## config.mk

```make
export PLATFORM = sky130hd
export DESIGN_NAME = url_percent_decoder_top
export DESIGN_NICKNAME = d
export VERILOG_FILES = /design/src/rtl/urldec_pkg.sv /design/src/rtl/urldec_dec.sv /design/src/rtl/urldec_fifo.sv /design/src/rtl/url_percent_decoder_top.sv
export SDC_FILE = /design/constraint.sdc
export NUM_CORES = 1
export LEC_CHECK = 0
export ABC_CLOCK_PERIOD_IN_PS = 6200
export BUFFER_PORTS_ARGS = -buffer_cell sky130_fd_sc_hd__buf_2
export CORE_MARGIN = 4
export CORE_UTILIZATION = 60
export DETAILED_ROUTE_END_ITERATION = 16
export PLACE_DENSITY = 0.79
export SYNTH_ARGS = -nofsm -noshare
export SYNTH_HDL_FRONTEND = slang
export SYNTH_SLANG_ARGS = --single-unit
```

## constraint.sdc

```tcl
create_clock -name clk -period 6.2 [get_ports clk]
set_input_delay 0.62 -clock clk [delete_from_list [all_inputs] [get_ports clk]]
set_output_delay 0.62 -clock clk [all_outputs]
set_load 0.02 [all_outputs]
```

## src/rtl/urldec_pkg.sv

```systemverilog
// shared types, character codes and helpers for the url percent decoder
package urldec_pkg;

  localparam logic [7:0] CH_PERCENT = 8'h25;
  localparam logic [7:0] CH_PLUS    = 8'h2B;
  localparam logic [7:0] CH_SPACE   = 8'h20;
  localparam logic [7:0] CH_NUL     = 8'h00;
  localparam logic [7:0] HEX_ALPHA_BASE = 8'd10;

  // output queue geometry
  localparam int QDEPTH = 4;
  localparam int QPTR_W = $clog2(QDEPTH);
  localparam int QCNT_W = $clog2(QDEPTH + 1);

  // one result item
  typedef struct packed {
    logic [7:0] data;
    logic       eos;
  } urldec_ent_t;

  // results caused by one input item, in order
  typedef struct packed {
    logic [1:0]  count;
    urldec_ent_t r0;
    urldec_ent_t r1;
  } urldec_res_t;

  // hex digit value, no checking: digits map to 0..9, others to lowercase - 'a' + 10
  function automatic logic [7:0] hex_nibble(input logic [7:0] ch);
    logic [7:0] c;
    c = ch;
    if (ch >= 8'h30 && ch <= 8'h39) begin
      return ch - 8'h30;
    end
    if (ch >= 8'h41 && ch <= 8'h5A) begin
      c = ch + 8'h20;
    end
    return c - 8'h61 + HEX_ALPHA_BASE;
  endfunction

endpackage

```

## src/rtl/urldec_dec.sv

```systemverilog
// escape state and per-byte decode logic
module urldec_dec
  import urldec_pkg::*;
(
  input  logic        clk,
  input  logic        rst,
  input  logic        fire,
  input  logic [7:0]  in_data,
  output urldec_res_t res
);

  typedef enum logic [1:0] {
    PH_IDLE  = 2'd0,
    PH_PCT   = 2'd1,
    PH_DIGIT = 2'd2
  } phase_t;

  phase_t     escape_phase, escape_phase_next;
  logic [7:0] first_digit, first_digit_next;
  logic [7:0] hex_hi, hex_lo;

  assign hex_hi = hex_nibble(first_digit);
  assign hex_lo = hex_nibble(in_data);

  // decode against current escape state
  always_comb begin
    escape_phase_next = PH_IDLE;
    first_digit_next  = first_digit;
    res.count   = 2'd0;
    res.r0.data = CH_NUL;
    res.r0.eos  = 1'b0;
    res.r1.data = CH_NUL;
    res.r1.eos  = 1'b1;
    case (escape_phase)
      PH_PCT: begin
        if (in_data == CH_NUL) begin
          res.count  = 2'd1;
          res.r0.eos = 1'b1;
        end else begin
          first_digit_next  = in_data;
          escape_phase_next = PH_DIGIT;
        end
      end
      PH_DIGIT: begin
        if (in_data == CH_NUL) begin
          // percent plus one byte: as text, '+' to space, '%' dropped
          if (first_digit == CH_PLUS) begin
            res.count   = 2'd2;
            res.r0.data = CH_SPACE;
          end else if (first_digit != CH_PERCENT) begin
            res.count   = 2'd2;
            res.r0.data = first_digit;
          end else begin
            res.count  = 2'd1;
            res.r0.eos = 1'b1;
          end
        end else begin
          res.count   = 2'd1;
          res.r0.data = {hex_hi[3:0], 4'h0} | hex_lo;
        end
      end
      default: begin
        if (in_data == CH_NUL) begin
          res.count  = 2'd1;
          res.r0.eos = 1'b1;
        end else if (in_data == CH_PERCENT) begin
          escape_phase_next = PH_PCT;
        end else if (in_data == CH_PLUS) begin
          res.count   = 2'd1;
          res.r0.data = CH_SPACE;
        end else begin
          res.count   = 2'd1;
          res.r0.data = in_data;
        end
      end
    endcase
  end

  // state update on each consumed byte
  always_ff @(posedge clk) begin
    if (rst) begin
      escape_phase <= PH_IDLE;
      first_digit  <= CH_NUL;
    end else if (fire) begin
      escape_phase <= escape_phase_next;
      first_digit  <= first_digit_next;
    end
  end

endmodule

```

## src/rtl/urldec_fifo.sv

```systemverilog
// small result queue taking up to two entries per cycle
module urldec_fifo
  import urldec_pkg::*;
(
  input  logic              clk,
  input  logic              rst,
  input  logic              push,
  input  urldec_res_t       res,
  output logic              room,
  output logic              out_valid,
  input  logic              out_ready,
  output urldec_ent_t       head
);

  urldec_ent_t       mem [QDEPTH];
  logic [QPTR_W-1:0] wr_ptr, rd_ptr;
  logic [QCNT_W-1:0] count, count_next;
  logic [1:0]        push_n;
  logic              pop;

  assign push_n    = push ? res.count : 2'd0;
  assign pop       = out_valid && out_ready;
  assign out_valid = (count != '0);
  assign head      = mem[rd_ptr];
  assign room      = (count <= QCNT_W'(QDEPTH - 2));
  assign count_next = count + QCNT_W'(push_n) - QCNT_W'(pop);

  // pointers and fill level
  always_ff @(posedge clk) begin
    if (rst) begin
      wr_ptr <= '0;
      rd_ptr <= '0;
      count  <= '0;
    end else begin
      wr_ptr <= wr_ptr + QPTR_W'(push_n);
      rd_ptr <= rd_ptr + QPTR_W'(pop);
      count  <= count_next;
    end
  end

  // entry storage
  always_ff @(posedge clk) begin
    if (push && res.count != 2'd0) begin
      mem[wr_ptr] <= res.r0;
    end
    if (push && res.count == 2'd2) begin
      mem[wr_ptr + QPTR_W'(1)] <= res.r1;
    end
  end

endmodule

```

## src/rtl/url_percent_decoder_top.sv

```systemverilog
// top level of the streaming url percent decoder
//
//  channel | signals                                 | direction
//  --------+-----------------------------------------+----------
//  in      | in_valid, in_ready, in_byte             | input
//  out     | out_valid, out_ready, out_byte,         | output
//          | end_of_string                           |
//
// one byte per cycle while the queue has room; each byte is registered, then queued.
// a byte gives zero, one or two results into a four-entry result queue; the input
// register moves on when the queue has room for two entries.
// synchronous reset clears escape state, input register and queue.
// output stall backs up through the queue into in_ready.
module url_percent_decoder_top
  import urldec_pkg::*;
(
  input  logic       clk,
  input  logic       rst,
  input  logic       in_valid,
  output logic       in_ready,
  input  logic [7:0] in_byte,
  output logic       out_valid,
  input  logic       out_ready,
  output logic [7:0] out_byte,
  output logic       end_of_string
);

  logic        in_q_valid;
  logic [7:0]  in_q;
  logic        room;
  logic        move;
  urldec_res_t res;
  urldec_ent_t head;

  assign move     = in_q_valid && room;
  assign in_ready = !in_q_valid || move;

  // input register
  always_ff @(posedge clk) begin
    if (rst) begin
      in_q_valid <= 1'b0;
    end else if (in_ready) begin
      in_q_valid <= in_valid;
    end
  end

  always_ff @(posedge clk) begin
    if (in_ready && in_valid) begin
      in_q <= in_byte;
    end
  end

  urldec_dec u_dec (
    .clk     (clk),
    .rst     (rst),
    .fire    (move),
    .in_data (in_q),
    .res     (res)
  );

  urldec_fifo u_fifo (
    .clk       (clk),
    .rst       (rst),
    .push      (move),
    .res       (res),
    .room      (room),
    .out_valid (out_valid),
    .out_ready (out_ready),
    .head      (head)
  );

  assign out_byte      = head.data;
  assign end_of_string = head.eos;

endmodule
```

==> run metrics <==
status=finished clean; pin slew with the least headroom to its limit=about 1.0 ns; vias in the first global route=a little over 3k; worst slew margin relative to its limit=a little under a third; vias per inst=6.393; Overall Power=around 1.4 mW; count of different cell masters after synthesis=72; number of detailed-routing iterations run before antenna repair=5; antenna violations before repair=0; total of flip-flops plus latches after synthesis=62; Finished Cell Area=approximately 0.0041 mm²; final worst path period need=3.485 ns; power density over the cells=roughly 350 mW/mm²; Bufs on Longest Clock Path=2; synthesized area per cell=approximately 9 µm²; crit path DAT=roughly 3.7 ns; number of antenna cells inserted=0; largest net degree at the start of global routing=19; instance count along the most critical hold path=1; proportion of netlist area held by the largest area contributor=between 20 and 30%; class of the most critical hold timing path=input port to flip-flop; estimated wirelength of the detail-placed design=6.718 mm; Placed Instance Area=0.003857 mm²; total setup violations reported at the end of the flow=0; path depth of the worst reg2reg path=11; root buf cell=sky130_fd_sc_hd__clkbuf_8; Critical path origin=u_dec.escape_phase[0]$_SDFFE_PP0P_; maximum VDD drop=between 0.2 and 0.25 mV; number of antenna-violating nets in the routed design=0; Crit. path cell count=11; most instantiated cells after synthesis=sky130_fd_sc_hd__dfxtp_1, sky130_fd_sc_hd__a21oi_1, sky130_fd_sc_hd__nand2_1, sky130_fd_sc_hd__nor2_1, sky130_fd_sc_hd__o21ai_1; startpoint type of the worst setup path=flip-flop; net total in the final layout=approximately 460; YS warnings=0; die width=a little under 90 µm; fmax=roughly 290 MHz; Synth area leader=sky130_fd_sc_hd__dfxtp_1; Routed WL per cell=~18 µm; netlist area before placement=between 0.003 and 0.004 mm²; post-CTS setup buffer count=0; Worst Setup End Kind=flip-flop; routed via count=roughly 3.2k; top_reg_cell synth=sky130_fd_sc_hd__dfxtp_1; Clock Pin Slew Worst Setup and Hold Paths=0.08 ns; sequential fraction of the synthesis area=a little over a third; number of buffers inserted by hold repair at cts=0; Tcrit/Tclk final=between 50% and 60%; standby leakage power=about 1.6 nW; number of CTS-inserted buffers=9; Final Max Tran Viols=0; final weighted congestion in routability-driven placement=roughly 0.97; initial DRC count=about 470; synth-to-layout area growth=7.659%; share of cells above drive strength 1=between 10% and 20%; Net Count, Synth=roughly 450; final-report hold violation count=0; number of fillers in the final layout=~500; PostCTS Resize Cnt=0; global-route total usage across every layer=between 20% and 30%; number of clock sinks=just over 60; most frequent cell after synthesis=sky130_fd_sc_hd__dfxtp_1; EDFF count, synth=8; number of buffers and inverters on the critical path=2; GRT overflow=0; number of instances in the synthesized netlist=~420; area of the die=0.007622 mm²; master of the slowest instance on the critical path=sky130_fd_sc_hd__nor2b_1; crit-path leading delay family=simple AND/OR/NAND/NOR gates; cell breakdown of the critical path=inv_1 > ha_1 > nor2b_1 > nand3_2 > nor3_2 > inv_4 > ha_1 > fa_1 > xnor2_1 > xnor2_1 > nor2_1; largest clock skew in the final design=between 0.01 and 0.015 ns; die extent in y=just under 90 µm; cell types with the largest area share after synthesis=sky130_fd_sc_hd__dfxtp_1, sky130_fd_sc_hd__ha_1, sky130_fd_sc_hd__edfxtp_1; TritonCTS clock tree=built; Hold Slack=~0.44 ns; RSZ-0062 raised after global routing=false; number of top-level pins=23; count of standard-cell rows=28; wire length of the first global-routing pass=approximately 15 mm; crit path capture=u_fifo.count[2]$_SDFF_PP0_; number of H-tree levels=3; reg-to-reg startpoint=u_dec.escape_phase[0]$_SDFFE_PP0P_; port bufs=22; critical path required time=around 6.4 ns; clock latency on the worst-skew pair=0.35 ns; share of synthesized registers carrying an async set or reset=0%; effective utilization at floorplan=62.62%; maximum fanout along the worst path=10; remaining design rule violation count=0; routed wire length=9.197 mm; minimum setup slack among reg-to-reg paths=roughly 2.7 ns; critical path's largest stage delay=roughly 0.64 ns; core area=0.006026 mm²; Total Negative Setup Slacks=0 ns; end of the worst register-to-register path=u_fifo.count[2]$_SDFF_PP0_; number of maximum-capacitance constraint violations=0; kind of critical path=flip-flop to flip-flop
metal layers:
| metal | wire length [µm] | GRT usage, % | vias to the layer above |
|---|---|---|---|
| li1 | - | - | 1541 |
| met1 | 4093 | 36.07 | 1523 |
| met2 | 4082 | 38.08 | 153 |
| met3 | 832 | 7.285 | 18 |
| met4 | 190 | 8.508 | 0 |
| met5 | 0 | 0 | - |
power breakdown:
part           switching [mW]  internal (mW)
registers              0.0891          0.513
clock network           0.174          0.199
logic                   0.224          0.211
cell families after synthesis:
group | after synthesis | synth area share (%)
adders and majority gates | 21 | 7.162
muxes | 19 | 8.057
and+or+nand+nor | 138 | 19.63
DFF | 62 | 35.01
buffers and inverters | 44 | 5.438
xor gates and xnor gates | 9 | 2.089
AOI/OAI and AO/OA | 122 | 22.61
sequential cells by signal (all words and copies together) (netlist names):
signal              count
in_q                    8
in_q_valid              1
u_dec.escape_phase      2
u_dec.first_digit       8
u_fifo.count            3
u_fifo.mem             36
u_fifo.rd_ptr           2
u_fifo.wr_ptr           2
how the worst min path moves through the flow:
stage / startpoint / to
finish: in_byte[2] / in_q[2]$_DFFE_PP_
global route: in_byte[2] / in_q[2]$_DFFE_PP_
CTS: in_byte[2] / in_q[2]$_DFFE_PP_
detailed placement: u_fifo.mem[3][0]$_SDFFE_PP1P_ / u_fifo.mem[3][0]$_SDFFE_PP1P_
global placement: u_fifo.mem[1][0]$_SDFFE_PP1P_ / u_fifo.mem[1][0]$_SDFFE_PP1P_
floorplan: u_fifo.mem[2][0]$_SDFFE_PP1P_ / u_fifo.mem[2][0]$_SDFFE_PP1P_
placed cells by master, fill, tap and decap left out, drive strengths merged, types with 9 or more instances in the layout:
| cell | netlist | routed |
|---|---|---|
| dfxtp | 54 | 54 |
| nor2b | 12 | 12 |
| inv | 22 | 24 |
| nor2 | 33 | 33 |
| ha | 20 | 20 |
| mux4 | 9 | 9 |
| mux2i | 9 | 9 |
| o21ai | 36 | 36 |
| nand3 | 13 | 13 |
| a21oi | 41 | 41 |
| clkbuf | 11 | 10 |
| buf | 11 | 22 |
| nand2 | 33 | 33 |
stage by stage:
step                worst slack [ns]  instances  util [%]
global placement               2.853        490     64.02
global route                   2.407        506     67.42
CTS                            2.756        506     67.42
floorplan                      3.186        415         -
finish                         2.715        506     67.42
detailed placement             2.761        490     64.02
area by class of cell:
| cell class | count | area [µm²] | share of cell area [%] |
|---|---|---|---|
| multi-input combinational | 309 | 2247 | 55.31 |
| sequential | 62 | 1321 | 32.52 |
| clock buffer | 10 | 137.6 | 3.388 |
| timing repair buffer | 22 | 110.1 | 2.710 |
| tap | 75 | 93.84 | 2.310 |
| inverter | 22 | 85.08 | 2.094 |
| clock inverter | 6 | 67.56 | 1.663 |
Note: power is estimated with default switching activity, not from simulation.
